$ cat config.mk
export PLATFORM = sky130hd
export DESIGN_NAME = ordered_list_engine_core_flat
export DESIGN_NICKNAME = d
export VERILOG_FILES = /design/src/sv/olec_pkg.sv /design/src/sv/olec_ifs.sv /design/src/sv/ordered_list_engine_core.sv /design/src/sv/olec_cell.sv /design/src/flat_wrapper.sv
export VERILOG_INCLUDE_DIRS = /design/src /design/src/sv
export SDC_FILE = /design/constraint.sdc
export NUM_CORES = 2
export LEC_CHECK = 0
export ABC_AREA = 1
export BUFFER_PORTS_ARGS = -buffer_cell sky130_fd_sc_hd__buf_2
export CAP_MARGIN = 20
export CELL_PAD_IN_SITES_DETAIL_PLACEMENT = 1
export CELL_PAD_IN_SITES_GLOBAL_PLACEMENT = 1
export CORE_MARGIN = 5
export CORE_UTILIZATION = 44
export CTS_CLUSTER_DIAMETER = 60
export DETAILED_ROUTE_END_ITERATION = 8
export PLACE_DENSITY = 0.87
export SLEW_MARGIN = 20
export SYNTH_ARGS = -nofsm -noshare
export SYNTH_HDL_FRONTEND = slang
export SYNTH_SLANG_ARGS = --single-unit
$ cat constraint.sdc
create_clock -name i_clk -period 5.7 [get_ports i_clk]
set_clock_uncertainty 0.15 [all_clocks]
set_input_delay 0.855 -clock i_clk [delete_from_list [all_inputs] [get_ports i_clk]]
set_output_delay 0.855 -clock i_clk [all_outputs]
set_load 0.02 [all_outputs]
$ cat src/sv/ordered_list_engine_core_macros.svh
// Assertion macros for the ordered list engine.
`ifndef ORDERED_LIST_ENGINE_CORE_MACROS_SVH
`define ORDERED_LIST_ENGINE_CORE_MACROS_SVH

// Same-cycle implication, checked outside reset.
`define OLEC_ASSERT_NOW(lbl, ante, cons, msg) \
    lbl: assert property (@(posedge i_clk) disable iff (!i_rst_n) (ante) |-> (cons)) \
        else $error(msg);

// Next-cycle implication, checked outside reset.
`define OLEC_ASSERT_NEXT(lbl, ante, cons, msg) \
    lbl: assert property (@(posedge i_clk) disable iff (!i_rst_n) (ante) |=> (cons)) \
        else $error(msg);

`endif

$ cat src/sv/olec_pkg.sv
package olec_pkg;

    // Fixed field widths of the request and result beats
    localparam int REQ_W   = 3;
    localparam int POS_W   = 5;
    localparam int VALUE_W = 32;
    localparam int ERR_W   = 3;
    localparam int DATA_W  = 32;
    localparam int FOUND_W = 5;
    localparam int COUNT_W = 5;

    // Index width covering every cell index, count and position
    localparam int IDX_W = 9;

    // Find scans match flags in groups of this size
    localparam int GRP     = 8;
    localparam int GRP_LOG = 3;

    typedef enum logic [REQ_W-1:0] {
        REQ_GET    = 3'd0,
        REQ_SET    = 3'd1,
        REQ_INSERT = 3'd2,
        REQ_REMOVE = 3'd3,
        REQ_PUSH   = 3'd4,
        REQ_POP    = 3'd5,
        REQ_FIND   = 3'd6,
        REQ_CLEAR  = 3'd7
    } t_req_type;

    typedef enum logic [ERR_W-1:0] {
        ERR_NONE  = 3'd0,
        ERR_POS   = 3'd1,
        ERR_EMPTY = 3'd2,
        ERR_FULL  = 3'd3,
        ERR_MISS  = 3'd4
    } t_err;

    typedef enum logic [1:0] {
        CO_HOLD,
        CO_WRITE,
        CO_SHIFT_UP,
        CO_SHIFT_DOWN
    } t_cell_op;

    // Command broadcast to every cell
    typedef struct packed {
        t_cell_op         op;
        logic [IDX_W-1:0] lo;   // first index to zero-fill
        logic [IDX_W-1:0] tgt;  // index that takes the new word
    } t_cell_cmd;

    typedef enum logic {
        S_IDLE,
        S_SCAN
    } t_state;

    typedef struct packed {
        logic               ok;
        t_err               err;
        logic [DATA_W-1:0]  data;
        logic [FOUND_W-1:0] found;
        logic [COUNT_W-1:0] count;
    } t_result;

endpackage

$ cat src/sv/olec_ifs.sv
// Request channel
interface olec_req_if;
    import olec_pkg::*;

    logic               valid;
    logic               ready;
    logic [REQ_W-1:0]   req_type;
    logic [POS_W-1:0]   position;
    logic [VALUE_W-1:0] value;

    modport source (output valid, output req_type, output position, output value,
                    input ready);
    modport sink   (input valid, input req_type, input position, input value,
                    output ready);
endinterface

// Result channel
interface olec_res_if;
    import olec_pkg::*;

    logic               valid;
    logic               ready;
    logic               ok;
    logic [ERR_W-1:0]   error_code;
    logic [DATA_W-1:0]  data_out;
    logic [FOUND_W-1:0] found_position;
    logic [COUNT_W-1:0] entry_count;

    modport source (output valid, output ok, output error_code, output data_out,
                    output found_position, output entry_count, input ready);
    modport sink   (input valid, input ok, input error_code, input data_out,
                    input found_position, input entry_count, output ready);
endinterface

$ cat src/sv/ordered_list_engine_core.sv
// Channel  | Dir | Beat contents
// ---------+-----+------------------------------------------------------
// i_req    | in  | req_type, position, value
// o_res    | out | ok, error_code, data_out, found_position, entry_count
//
// Get, set, insert, remove, push, pop and clear complete at the accepting edge:
// the cell row updates and the result register loads there.
// Find of a nonzero value scans the per-cell match flags one group of eight per
// cycle, up to ceil(DEPTH/8) groups, and loads the result at the first hit.
// i_rst_n (synchronous, active low) clears the count, the FSM and the output
// valid; entry storage is not cleared.
// A new request is taken only once the previous result beat has left.
`include "ordered_list_engine_core_macros.svh"

module ordered_list_engine_core #(
    parameter int DEPTH      = 16,
    parameter int WORD_WIDTH = 32
) (
    input logic        i_clk,
    input logic        i_rst_n,
    olec_req_if.sink   i_req,
    olec_res_if.source o_res
);
    import olec_pkg::*;

    localparam int CNT_W = $clog2(DEPTH + 1);
    localparam int AW    = $clog2(DEPTH);
    localparam int NGRP  = (DEPTH + GRP - 1) / GRP;
    localparam int GW    = (NGRP > 1) ? $clog2(NGRP) : 1;
    localparam int MP_W  = NGRP * GRP;

    t_state                r_state, n_state;
    logic [CNT_W-1:0]      r_cnt, n_cnt;
    logic [GW-1:0]         r_grp, n_grp;
    logic [WORD_WIDTH-1:0] r_key;
    logic                  r_out_valid;
    t_result               r_res, n_res;
    logic                  res_load;
    logic                  go_scan;
    logic                  accept;
    t_cell_cmd             cmd;

    logic [WORD_WIDTH-1:0] w_entry [DEPTH];
    logic [WORD_WIDTH-1:0] w_left  [DEPTH];
    logic [WORD_WIDTH-1:0] w_right [DEPTH];
    logic [DEPTH-1:0]      w_match;
    logic [MP_W-1:0]       match_pad;
    logic [GRP-1:0]        grp_bits;
    logic [GRP_LOG-1:0]    grp_off;
    logic                  grp_hit;

    logic [IDX_W-1:0]      pos_x, pos_m1, cnt_x, cnt_m1, dep_x, found_x;
    logic [WORD_WIDTH-1:0] val_w;
    logic [AW-1:0]         rd_idx;
    logic [WORD_WIDTH-1:0] rd_word;
    t_req_type             req;

    // Handshake
    assign i_req.ready = (r_state == S_IDLE) && (!r_out_valid || o_res.ready);
    assign accept      = i_req.valid && i_req.ready;

    // Request decode helpers
    assign req     = t_req_type'(i_req.req_type);
    assign val_w   = WORD_WIDTH'(i_req.value);
    assign pos_x   = IDX_W'(i_req.position);
    assign pos_m1  = pos_x - IDX_W'(1);
    assign cnt_x   = IDX_W'(r_cnt);
    assign cnt_m1  = cnt_x - IDX_W'(1);
    assign dep_x   = IDX_W'(DEPTH);
    assign rd_idx  = (req == REQ_POP) ? cnt_m1[AW-1:0] : pos_m1[AW-1:0];
    assign rd_word = w_entry[rd_idx];

    // Row of cells, each handing its word to both neighbors
    for (genvar g = 0; g < DEPTH; g++) begin : g_cell
        if (g == 0) begin : g_first
            assign w_left[g] = '0;
        end else begin : g_mid_l
            assign w_left[g] = w_entry[g-1];
        end
        if (g == DEPTH - 1) begin : g_last
            assign w_right[g] = w_entry[g];
        end else begin : g_mid_r
            assign w_right[g] = w_entry[g+1];
        end

        olec_cell #(
            .WORD_WIDTH (WORD_WIDTH),
            .INDEX      (g)
        ) u_cell (
            .i_clk   (i_clk),
            .i_cmd   (cmd),
            .i_value (val_w),
            .i_left  (w_left[g]),
            .i_right (w_right[g]),
            .i_key   (r_key),
            .i_count (cnt_x),
            .o_entry (w_entry[g]),
            .o_match (w_match[g])
        );
    end

    // Group of match flags under scan, first hit within it
    assign match_pad = MP_W'(w_match);
    assign grp_bits  = match_pad[r_grp * GRP +: GRP];
    assign grp_hit   = |grp_bits;

    always_comb begin
        grp_off = '0;
        for (int k = GRP - 1; k >= 0; k--) begin
            if (grp_bits[k]) begin
                grp_off = GRP_LOG'(k);
            end
        end
    end

    assign found_x = (IDX_W'(r_grp) << GRP_LOG) + IDX_W'(grp_off) + IDX_W'(1);

    // Controller: next state, cell command and result
    always_comb begin
        n_state  = r_state;
        n_cnt    = r_cnt;
        n_grp    = r_grp;
        n_res    = '0;
        res_load = 1'b0;
        go_scan  = 1'b0;
        cmd.op   = CO_HOLD;
        cmd.lo   = '0;
        cmd.tgt  = '0;
        case (r_state)
            S_IDLE: begin
                if (accept) begin
                    res_load  = 1'b1;
                    n_res.err = ERR_NONE;
                    case (req)
                        REQ_GET: begin
                            if (pos_x == '0 || pos_x > cnt_x) begin
                                n_res.err = ERR_POS;
                            end else begin
                                n_res.data = DATA_W'(rd_word);
                            end
                        end
                        REQ_SET, REQ_INSERT: begin
                            if (pos_x == '0) begin
                                n_res.err = ERR_POS;
                            end else if (pos_x <= cnt_x) begin
                                if (req == REQ_SET) begin
                                    cmd.op     = CO_WRITE;
                                    cmd.lo     = pos_m1;
                                    cmd.tgt    = pos_m1;
                                    n_res.data = DATA_W'(rd_word);
                                end else if (cnt_x >= dep_x) begin
                                    n_res.err = ERR_FULL;
                                end else begin
                                    cmd.op  = CO_SHIFT_UP;
                                    cmd.tgt = pos_m1;
                                    n_cnt   = r_cnt + CNT_W'(1);
                                end
                            end else if (pos_x > dep_x) begin
                                n_res.err = ERR_FULL;
                            end else begin
                                // pad with zeros, then append at the position
                                cmd.op  = CO_WRITE;
                                cmd.lo  = cnt_x;
                                cmd.tgt = pos_m1;
                                n_cnt   = CNT_W'(pos_x);
                            end
                        end
                        REQ_REMOVE: begin
                            if (pos_x == '0 || pos_x > cnt_x) begin
                                n_res.err = ERR_POS;
                            end else begin
                                cmd.op     = CO_SHIFT_DOWN;
                                cmd.tgt    = pos_m1;
                                n_res.data = DATA_W'(rd_word);
                                n_cnt      = r_cnt - CNT_W'(1);
                            end
                        end
                        REQ_PUSH: begin
                            if (cnt_x >= dep_x) begin
                                n_res.err = ERR_FULL;
                            end else begin
                                cmd.op  = CO_WRITE;
                                cmd.lo  = cnt_x;
                                cmd.tgt = cnt_x;
                                n_cnt   = r_cnt + CNT_W'(1);
                            end
                        end
                        REQ_POP: begin
                            if (cnt_x == '0) begin
                                n_res.err = ERR_EMPTY;
                            end else begin
                                n_res.data = DATA_W'(rd_word);
                                n_cnt      = r_cnt - CNT_W'(1);
                            end
                        end
                        REQ_FIND: begin
                            if (val_w == '0) begin
                                n_res.err = ERR_MISS;
                            end else begin
                                res_load = 1'b0;
                                go_scan  = 1'b1;
                                n_grp    = '0;
                                n_state  = S_SCAN;
                            end
                        end
                        REQ_CLEAR: begin
                            n_cnt = '0;
                        end
                        default: begin
                            n_res.err = ERR_NONE;
                        end
                    endcase
                    n_res.ok    = (n_res.err == ERR_NONE);
                    n_res.count = COUNT_W'(n_cnt);
                end
            end
            S_SCAN: begin
                n_res.count = COUNT_W'(r_cnt);
                if (grp_hit) begin
                    res_load    = 1'b1;
                    n_res.ok    = 1'b1;
                    n_res.err   = ERR_NONE;
                    n_res.found = FOUND_W'(found_x);
                    n_state     = S_IDLE;
                end else if (r_grp == GW'(NGRP - 1)) begin
                    res_load  = 1'b1;
                    n_res.err = ERR_MISS;
                    n_state   = S_IDLE;
                end else begin
                    n_grp = r_grp + GW'(1);
                end
            end
            default: begin
                n_state = S_IDLE;
            end
        endcase
    end

    // State, count and scan registers
    always_ff @(posedge i_clk) begin
        if (!i_rst_n) begin
            r_state <= S_IDLE;
            r_cnt   <= '0;
            r_grp   <= '0;
        end else begin
            r_state <= n_state;
            r_cnt   <= n_cnt;
            r_grp   <= n_grp;
        end
    end

    // Search key held for the scan
    always_ff @(posedge i_clk) begin
        if (go_scan) begin
            r_key <= val_w;
        end
    end

    // Result register
    always_ff @(posedge i_clk) begin
        if (!i_rst_n) begin
            r_out_valid <= 1'b0;
        end else if (res_load) begin
            r_out_valid <= 1'b1;
        end else if (o_res.ready) begin
            r_out_valid <= 1'b0;
        end
    end

    always_ff @(posedge i_clk) begin
        if (res_load) begin
            r_res <= n_res;
        end
    end

    assign o_res.valid          = r_out_valid;
    assign o_res.ok             = r_res.ok;
    assign o_res.error_code     = r_res.err;
    assign o_res.data_out       = r_res.data;
    assign o_res.found_position = r_res.found;
    assign o_res.entry_count    = r_res.count;

    // Checks
    `OLEC_ASSERT_NOW(a_cnt_bound, 1'b1, r_cnt <= CNT_W'(DEPTH), "count past DEPTH")
    `OLEC_ASSERT_NOW(a_scan_range, r_state == S_SCAN, r_grp <= GW'(NGRP - 1), "scan overrun")
    `OLEC_ASSERT_NEXT(a_one_cycle, accept && !go_scan, r_out_valid, "result beat missing")
    `OLEC_ASSERT_NOW(a_ok_code, r_out_valid, r_res.ok == (r_res.err == ERR_NONE), "ok mismatch")

endmodule

$ cat src/sv/olec_cell.sv
module olec_cell #(
    parameter int WORD_WIDTH = 32,
    parameter int INDEX      = 0
) (
    input  logic                      i_clk,
    input  olec_pkg::t_cell_cmd       i_cmd,
    input  logic [WORD_WIDTH-1:0]     i_value,
    input  logic [WORD_WIDTH-1:0]     i_left,
    input  logic [WORD_WIDTH-1:0]     i_right,
    input  logic [WORD_WIDTH-1:0]     i_key,
    input  logic [olec_pkg::IDX_W-1:0] i_count,
    output logic [WORD_WIDTH-1:0]     o_entry,
    output logic                      o_match
);
    import olec_pkg::*;

    localparam logic [IDX_W-1:0] MY_IDX = IDX_W'(INDEX);

    logic [WORD_WIDTH-1:0] r_entry;
    logic [WORD_WIDTH-1:0] n_entry;

    // Entry update: load, zero-fill, or take a neighbor's word
    always_comb begin
        n_entry = r_entry;
        case (i_cmd.op)
            CO_WRITE: begin
                if (MY_IDX == i_cmd.tgt) begin
                    n_entry = i_value;
                end else if (MY_IDX >= i_cmd.lo && MY_IDX < i_cmd.tgt) begin
                    n_entry = '0;
                end
            end
            CO_SHIFT_UP: begin
                if (MY_IDX == i_cmd.tgt) begin
                    n_entry = i_value;
                end else if (MY_IDX > i_cmd.tgt) begin
                    n_entry = i_left;
                end
            end
            CO_SHIFT_DOWN: begin
                if (MY_IDX >= i_cmd.tgt) begin
                    n_entry = i_right;
                end
            end
            default: begin
                n_entry = r_entry;
            end
        endcase
    end

    always_ff @(posedge i_clk) begin
        r_entry <= n_entry;
    end

    assign o_entry = r_entry;
    // Only live entries can match
    assign o_match = (r_entry == i_key) && (MY_IDX < i_count);

endmodule
$ cat src/flat_wrapper.sv
// flat-port wrapper written by rule: the top's interface ports become plain ports
module ordered_list_engine_core_flat import olec_pkg::*;
#(
    parameter int DEPTH      = 16,
    parameter int WORD_WIDTH = 32
)
  (i_clk, i_rst_n, i_req_valid, i_req_req_type, i_req_position, i_req_value, i_req_ready, o_res_valid, o_res_ok, o_res_error_code, o_res_data_out, o_res_found_position, o_res_entry_count, o_res_ready);
  olec_req_if i_req_i ();
  olec_res_if o_res_i ();
  input logic i_clk;
  input logic i_rst_n;
  input wire logic [$bits(i_req_i.valid)-1:0] i_req_valid;
  input wire logic [$bits(i_req_i.req_type)-1:0] i_req_req_type;
  input wire logic [$bits(i_req_i.position)-1:0] i_req_position;
  input wire logic [$bits(i_req_i.value)-1:0] i_req_value;
  output wire logic [$bits(i_req_i.ready)-1:0] i_req_ready;
  output wire logic [$bits(o_res_i.valid)-1:0] o_res_valid;
  output wire logic [$bits(o_res_i.ok)-1:0] o_res_ok;
  output wire logic [$bits(o_res_i.error_code)-1:0] o_res_error_code;
  output wire logic [$bits(o_res_i.data_out)-1:0] o_res_data_out;
  output wire logic [$bits(o_res_i.found_position)-1:0] o_res_found_position;
  output wire logic [$bits(o_res_i.entry_count)-1:0] o_res_entry_count;
  input wire logic [$bits(o_res_i.ready)-1:0] o_res_ready;
  assign i_req_i.valid = i_req_valid;
  assign i_req_i.req_type = i_req_req_type;
  assign i_req_i.position = i_req_position;
  assign i_req_i.value = i_req_value;
  assign i_req_ready = i_req_i.ready;
  assign o_res_valid = o_res_i.valid;
  assign o_res_ok = o_res_i.ok;
  assign o_res_error_code = o_res_i.error_code;
  assign o_res_data_out = o_res_i.data_out;
  assign o_res_found_position = o_res_i.found_position;
  assign o_res_entry_count = o_res_i.entry_count;
  assign o_res_i.ready = o_res_ready;
  ordered_list_engine_core #(.DEPTH(DEPTH), .WORD_WIDTH(WORD_WIDTH)) u_core (.i_clk(i_clk), .i_rst_n(i_rst_n), .i_req(i_req_i), .o_res(o_res_i));
endmodule
### Word-level counts from Yosys, hierarchy flattened

Index checks and enable logic that the tools add are counted.

* bits in registers: 598
* input bits: 44
* output and inout bits: 48
* logic and storage cells: 458

* add/subtract/negate cells: 7
* magnitude comparators: 84
* equality and inequality tests: 92
* shift operators: 1
* multiplexer cells: 176
* bitwise logic cells: 3
* reduce and logical (&&, ||, !) cells: 69

Operators with widths (number)
* two-way mux 32 bit: 86
* one-hot mux 32 bit (3 select lines): 16
* == test 32 bit: 16
* greater-or-equal comparator 4 x 9 -> 1 bit, first input constant: 15
* binary-select mux 32 bit (select 4 bit): 1
* inequality test 3 bit, second input constant: 32
* two-way mux 20 bit: 4
* == test 4 x 9 -> 1 bit, first input constant: 8
* greater-or-equal comparator 3 x 9 -> 1 bit, first input constant: 8
* > comparator 4 x 9 -> 1 bit, first input constant: 8
* less-than comparator 4 x 9 -> 1 bit, first input constant: 8
* one-hot mux 32 bit (2 select lines): 1
* AND reduction 4 bit: 16
* two-way mux 3 bit: 16
* less-than comparator 4 x 5 -> 1 bit, first input constant: 8
* two-way mux 5 bit: 8
* two-way mux 19 bit: 2
* == test 3 x 9 -> 1 bit, first input constant: 4
* greater-or-equal comparator 1 x 9 -> 1 bit, first input constant: 4
* greater-or-equal comparator 2 x 9 -> 1 bit, first input constant: 4
* > comparator 3 x 9 -> 1 bit, first input constant: 4
* less-than comparator 3 x 9 -> 1 bit, first input constant: 4
* two-way mux 36 bit: 1
* two-way mux 9 bit: 4
* other kinds (52): 154

### Longest topological paths before layout

* depth in word-level cells: 13
* depth in mapped cells: 24
* gate-level depth less buffers: 20

### Cells and area by module

A second synthesis with hierarchy kept.

* cell total of the unflattened synthesis: 8547
* area, all modules: 53486.3 um^2

By module, submodules not included
* ordered_list_engine_core: times used 1, cells each 1539, area an instance 9131.3 um^2, seq. area each 2502.4 um^2
* olec_cell (u_core.g_cell[9].u_cell): times used 1, cells each 513, area an instance 3143.0 um^2, seq. area each 960.9 um^2
* olec_cell (u_core.g_cell[5].u_cell): times used 1, cells each 538, area an instance 3060.4 um^2, seq. area each 960.9 um^2
* olec_cell (u_core.g_cell[14].u_cell): times used 1, cells each 485, area an instance 3044.2 um^2, seq. area each 960.9 um^2
* olec_cell (u_core.g_cell[13].u_cell): times used 1, cells each 487, area an instance 3011.6 um^2, seq. area each 960.9 um^2
* olec_cell (u_core.g_cell[15].u_cell): times used 1, cells each 441, area an instance 2992.9 um^2, seq. area each 960.9 um^2
* olec_cell (u_core.g_cell[11].u_cell): times used 1, cells each 434, area an instance 2835.2 um^2, seq. area each 960.9 um^2
* olec_cell (u_core.g_cell[12].u_cell): times used 1, cells each 430, area an instance 2756.4 um^2, seq. area each 960.9 um^2
* olec_cell (u_core.g_cell[1].u_cell): times used 1, cells each 405, area an instance 2748.9 um^2, seq. area each 960.9 um^2
* olec_cell (u_core.g_cell[3].u_cell): times used 1, cells each 406, area an instance 2706.3 um^2, seq. area each 960.9 um^2
* olec_cell (u_core.g_cell[8].u_cell): times used 1, cells each 421, area an instance 2638.8 um^2, seq. area each 960.9 um^2
* olec_cell (u_core.g_cell[0].u_cell): times used 1, cells each 437, area an instance 2626.3 um^2, seq. area each 960.9 um^2
* olec_cell (u_core.g_cell[2].u_cell): times used 1, cells each 414, area an instance 2625.0 um^2, seq. area each 960.9 um^2
* olec_cell (u_core.g_cell[7].u_cell): times used 1, cells each 418, area an instance 2603.7 um^2, seq. area each 960.9 um^2
* +3 rows

### Worst setup path before layout

OpenSTA, ideal clock, no wires.

* path kind: in2reg
* from: in i_req_position[2]
* to: reg u_core.g_cell[5].u_cell.r_entry[0], enable pin
* library setup time: 0.470 ns
* arrival time: 5.157 ns
* data required time: 5.080 ns
* path slack: -0.077 ns
* cell stages on the path: 15
* buffers on the path: 3
* cell sequence: ha_1 > nand2_1 > inv_1 > o21bai_1 > nand3_2 > nand2_2 > buf_6 > nand2_1 > inv_1 > nand3_1 > a21oi_4 > inv_2 > clkbuf_1 > buf_2 > o31ai_1

* word-level cells in the longest chain between the ends: 12
* elaborated cells on any way between the ends: 33
* those cells by class: 1 x add/sub; 7 x order compare; 7 x eq/ne; 13 x mux; 5 x reduce/logical

Ends and longest elaborated chain
* from (decl): line flat_wrapper.sv:14 `input wire logic [$bits(i_req_i.position)-1:0] i_req_position;`
* subtractor 5 x 1 -> 6 bit: line ordered_list_engine_core.sv:66 `assign pos_m1 = pos_x - IDX_W'(1);`
* two-way mux 9 bit: line ordered_list_engine_core.sv:151 `end else if (cnt_x >= dep_x) begin`
* two-way mux 9 bit: line ordered_list_engine_core.sv:146 `if (req == REQ_SET) begin`
* two-way mux 20 bit: line ordered_list_engine_core.sv:145 `end else if (pos_x <= cnt_x) begin`
* two-way mux 20 bit: line ordered_list_engine_core.sv:143 `if (pos_x == '0) begin`
* one-hot mux 9 bit (3 select lines): line ordered_list_engine_core.sv:134 `case (req)`
* two-way mux 20 bit *: line ordered_list_engine_core.sv:131 `if (accept) begin`
* two-way mux 20 bit *: line ordered_list_engine_core.sv:129 `case (r_state)`
* less-than comparator 3 x 9 -> 1 bit: line olec_cell.sv:29 `end else if (MY_IDX >= i_cmd.lo && MY_IDX < i_cmd.tgt) begin`
* logical AND 1 bit: line olec_cell.sv:29
* inequality test 3 bit (no source line)
* AND reduction 4 bit (no source line) *
* to (signal assigned): line olec_cell.sv:52 `r_entry <= n_entry;`
* to (decl): line olec_cell.sv:19 `logic [WORD_WIDTH-1:0] r_entry;`

Every way passes the cells marked *; elsewhere a longest branch is shown, timed or not.
A chain may end at the register's enable or synchronous reset.

### Worst setup path in the final report

* from: reg u_core.r_cnt[4]
* to: reg u_core.r_res, in the netlist u_core.o_res.data_out[30], enable pin

* word-level cells in the longest chain between the ends: 6
* elaborated cells on any way between the ends: 36
* those cells by class: 16 x order compare; 1 x shift; 2 x mux; 17 x reduce/logical

Ends and longest elaborated chain
* from (decl): line ordered_list_engine_core.sv:33 `logic [CNT_W-1:0] r_cnt, n_cnt;`
* from (signal assigned): line ordered_list_engine_core.sv:247 `r_cnt <= n_cnt;`
* less-than comparator 1 x 5 -> 1 bit, or another cell as far along: line olec_cell.sv:57 `assign o_match = (r_entry == i_key) && (MY_IDX < i_count);`
* logical AND 1 bit: line olec_cell.sv:57
* variable part select 16 x 5 -> 8 bit *: line ordered_list_engine_core.sv:104 `assign grp_bits = match_pad[r_grp * GRP +: GRP];`
* OR reduction 8 bit *: line ordered_list_engine_core.sv:105 `assign grp_hit = |grp_bits;`
* two-way mux 1 bit *: line ordered_list_engine_core.sv:219 `if (grp_hit) begin`
* one-hot mux 1 bit (2 select lines) *: line ordered_list_engine_core.sv:129
* named net u_core.res_load: line ordered_list_engine_core.sv:38 `logic res_load;`
* to (signal assigned): line ordered_list_engine_core.sv:272 `r_res <= n_res;`
* to (decl): line ordered_list_engine_core.sv:37 `t_result r_res, n_res;`

The timed path passes the listed nets; every way through them passes the cells marked *.

==> metrics.md <==
| Metric | Value |
|---|---|
| Register area share after synthesis | 0.4250 |
| # hold bufs at CTS | 0 |
| Share of layout cells above drive strength 1 | 0.09468 |
| Worst setup SP type | flop |
| Largest net degree at the start of global routing | 108 |
| Clock-pin slew on the worst setup and hold paths | 0.05 ns |
| Crit path DAT | 5.22 ns |
| Final hold vios | 0 |
| PwrDens | 301.9 nW/µm² |
| Cells on worst reg2reg path | 16 |
| CP Class | flop to flop |
| Clock Sinks | 598 |
| CTS resizes | 0 |
| DP HPWL | 191000 µm |
| Worst Tran Pin Value | 1.271 ns |
| Gr usage total | 0.4880 |
| Internal power | 9.380 mW |
| Sw frac | 0.3424 |
| Syn nets | 5578 |
| Max stage delay cell, worst path | inv_1 |
| # IOs | 92 |
| Final setup vio count | 0 |
| Combinational power share | 0.193 |
| Die Y | 319.2 µm |
| ANT nets after route | 0 |
| RePlAce Congestion | 1.059 |
| Core area | 95010 µm² |
| Root Driver | clkbuf_16 |
| CP Capture Type | flop |
| DR iter-0 viols | 9586 |
| Slew HR | 0.1440 |
| Clock latency on the worst-skew pair | 0.71 ns |
| Number of fill cells | 11.74k |
| Max-Cap Viols | 0 |
| Finished Cell Area | 47260 µm² |
| Area contributors post-synth | edfxtp_1, nand2_1, nand3_1, o21ai_0, inv_1 |
| RSZ-0062 raised after global routing | false |
| H-tree level count | 3 |
| Yosys reg bits | 598 |
| Async S/R FF share, synth | 0 |
| First-pass GRT wire length | 357400 µm |
| Psw | 4.884 mW |
| P_leak | 18.12 nW |
| Post-layout nets | 5528 |
| Post-synth top cells | nand2_1, nand3_1, edfxtp_1 |
| Final WL | 261900 µm |
| PortBufs | 91 |
| Avg Synthesized Cell Area | 7.615 µm² |
| Final-report max-slew violation count | 0 |
| Layout Area Growth over Synthesis | 12.35% |
| Post-CTS setup buffer count | 0 |
| Netlist Area Pre-Place | 42060 µm² |
| Number of detailed-route iterations in the first pass | 8 |
| Clock group share of total power | 0.415 |
| Vias in the first global route | 46.37k |
| Initial core utilization | 0.4427 |
| Final Critical Period | 5.008 ns |
| Tcrit/Tclk final | 0.8786 |
| Grt ovf | 0 |
| Min-Delay Path Depth | 3 |
| DR vias | 49.21k |
| Most used cell, CP | nand2_1 |
| Outcome | completed |
| Sequential fraction of design power | 0.392 |
| DRC errors left | 0 |
| Worst EP required | 5.91 ns |
| CTS Buffer Depth | 3 |
| Ys Warns | 0 |
| Power after layout | 14.26 mW |
| Die Wd | 319.2 µm |
| Hold Slack | 0.2644 ns |
| WL/cell | 38.38 µm |
| Placed Area | 44210 µm² |
| CTS tree | yes |
| Most common cell in the synthesized netlist | nand2_1 |
| Largest area contributor in the netlist | edfxtp_1 |
| Maximum VDD drop | 0.3366 mV |
| Die area | 101900 µm² |
| Yosys cell types | 56 |
| Initial antenna violation count | 25 |
| Std cell rows | 113 |
| Area share of the largest cell type after synthesis | 0.4212 |
| Crit path cell chain | buf_4 > nor2_1 > inv_1 > nand4_1 > nor2_1 > nand2_1 > nor2_1 > nand4_1 > nand2_1 > nor2_1 > nand2_1 > inv_1 > nand2_1 > nand2_1 > nand2_2 > buf_12 |
| CTS Buf Count | 85 |
| Max stage delay on crit path | 0.53 ns |
| Gate Count Post-Synth | 5523 |
| Worst-path fanout max | 47 |
| Via density | 7.211 |
| Number of enable flip-flop cells after synthesis | 590 |
| Worst hold path class | input port to flop |
| Fmax | 0.1997 GHz |
| Dominant synthesized flop cell | edfxtp_1 |
| Setup TNS | 0 ns |
state kept, by name, summed over array words and instances, names as in the netlist:
name,cells
u_core.g_cell.u_cell.o_entry,512
u_core.o_res.data_out,32
u_core.o_res.entry_count,5
u_core.o_res.error_code,3
u_core.o_res.found_position,5
u_core.o_res.ok,1
u_core.o_res.valid,1
u_core.r_cnt,5
u_core.r_grp,1
u_core.r_key,32
u_core.r_state,1
kinds of logic after synthesis:
logic type,after synthesis,share of synthesized area
AOI/OAI and AO/OA,1310,0.1922
adders and majority gates,11,0.003272
DFF,598,0.4250
and+or+nand+nor,2529,0.2582
buffers and inverters,915,0.08790
xor gates and xnor gates,160,0.03332
cell usage in the layout, fill, tap and decap left out, types with 8 or more instances in the layout:
cell       netlist  final
a21oi_4          4      9
nand4_1         65     65
o211ai_1       205    205
nand2_1       1363   1358
inv_6            0      8
buf_2          168     91
bufinv_16        0     17
ha_1            11     11
nand3_1        681    679
buf_12           0     23
nor4_1           8      8
buf_4            5    170
xnor2_1        107    107
o21ai_0        430    429
o21ai_1         29     28
o2111ai_1       11     11
clkinv_2         0      8
xor2_1          53     53
nor2_4           8     14
o221ai_1       149    149
or2_2           14     14
a31oi_1         29     28
clkbuf_1       208     13
inv_2           21     19
nor3_1          38     37
inv_1          460    458
clkbuf_16        0     85
edfxtp_1       590    590
nand2_2          7      9
clkinv_1        12     27
o22ai_1        170    170
nor2_2          10     10
dfxtp_1          8      8
a21oi_1        245    240
nor2_1         310    304
nand3_2          6      8
diode_2          0     14
power by group through the flow:
stage | Combinational [mW] | Sequential (mW) | Clock (mW)
2_1_floorplan | 1.31 | 5.50 | 0
3_3_place_gp | 2.49 | 5.62 | 0
3_5_place_dp | 2.53 | 5.63 | 0
4_1_cts | 2.55 | 5.55 | 5.87
5_1_grt | 2.77 | 5.57 | 6.07
6_report | 2.75 | 5.59 | 5.93
critical path, delay by kind of cell, from the launching register on:
kind | cells | cell delay [ns]
simple gates | 12 | 2.82
buf+inv | 4 | 1.24
flops | 1 | 0.35
metal layers:
| metal | vias up | wire [µm] | GRT usage |
|---|---|---|---|
| met4 | 16 | 27270 | 0.3785 |
| met1 | 23770 | 89510 | 0.6010 |
| li1 | 19320 | - | - |
| met3 | 1211 | 41200 | 0.1878 |
| met5 | - | 110 | 0 |
| met2 | 4890 | 103800 | 0.6846 |
final timing paths:
kind                        start                   endpoint  slack, ns
setup / recovery  u_core.r_cnt[4]  u_core.o_res.data_out[30]       0.69
hold / removal            i_rst_n         u_core.o_res.valid       0.26
setup reg to reg  u_core.r_cnt[4]  u_core.o_res.data_out[30]       0.69
hold reg to reg    u_core.r_state               u_core.r_grp       0.43
stage by stage:
| step | std cells | setup WS (ns) | util |
|---|---|---|---|
| finish | 6824 | 0.6921 | 0.4974 |
| global route | 6811 | 0.4761 | 0.4970 |
| CTS | 6810 | 0.8415 | 0.4970 |
| detailed placement | 6651 | 0.5989 | 0.4653 |
| global placement | 6651 | 0.7426 | 0.4653 |
| floorplan | 5523 | 0.1493 | - |
cell type report:
class,count,area (µm²),share of cell area
clock buffer,99,2190,0.04633
antenna,14,35.03,0.0007413
clock inverter,60,820.8,0.01737
sequential,598,17880,0.3783
tap,1265,1583,0.03349
inverter,494,1878,0.03974
timing repair buffer,284,2192,0.04639
multi-input combinational,4010,20680,0.4376
Note: power is estimated with default switching activity, not from simulation.
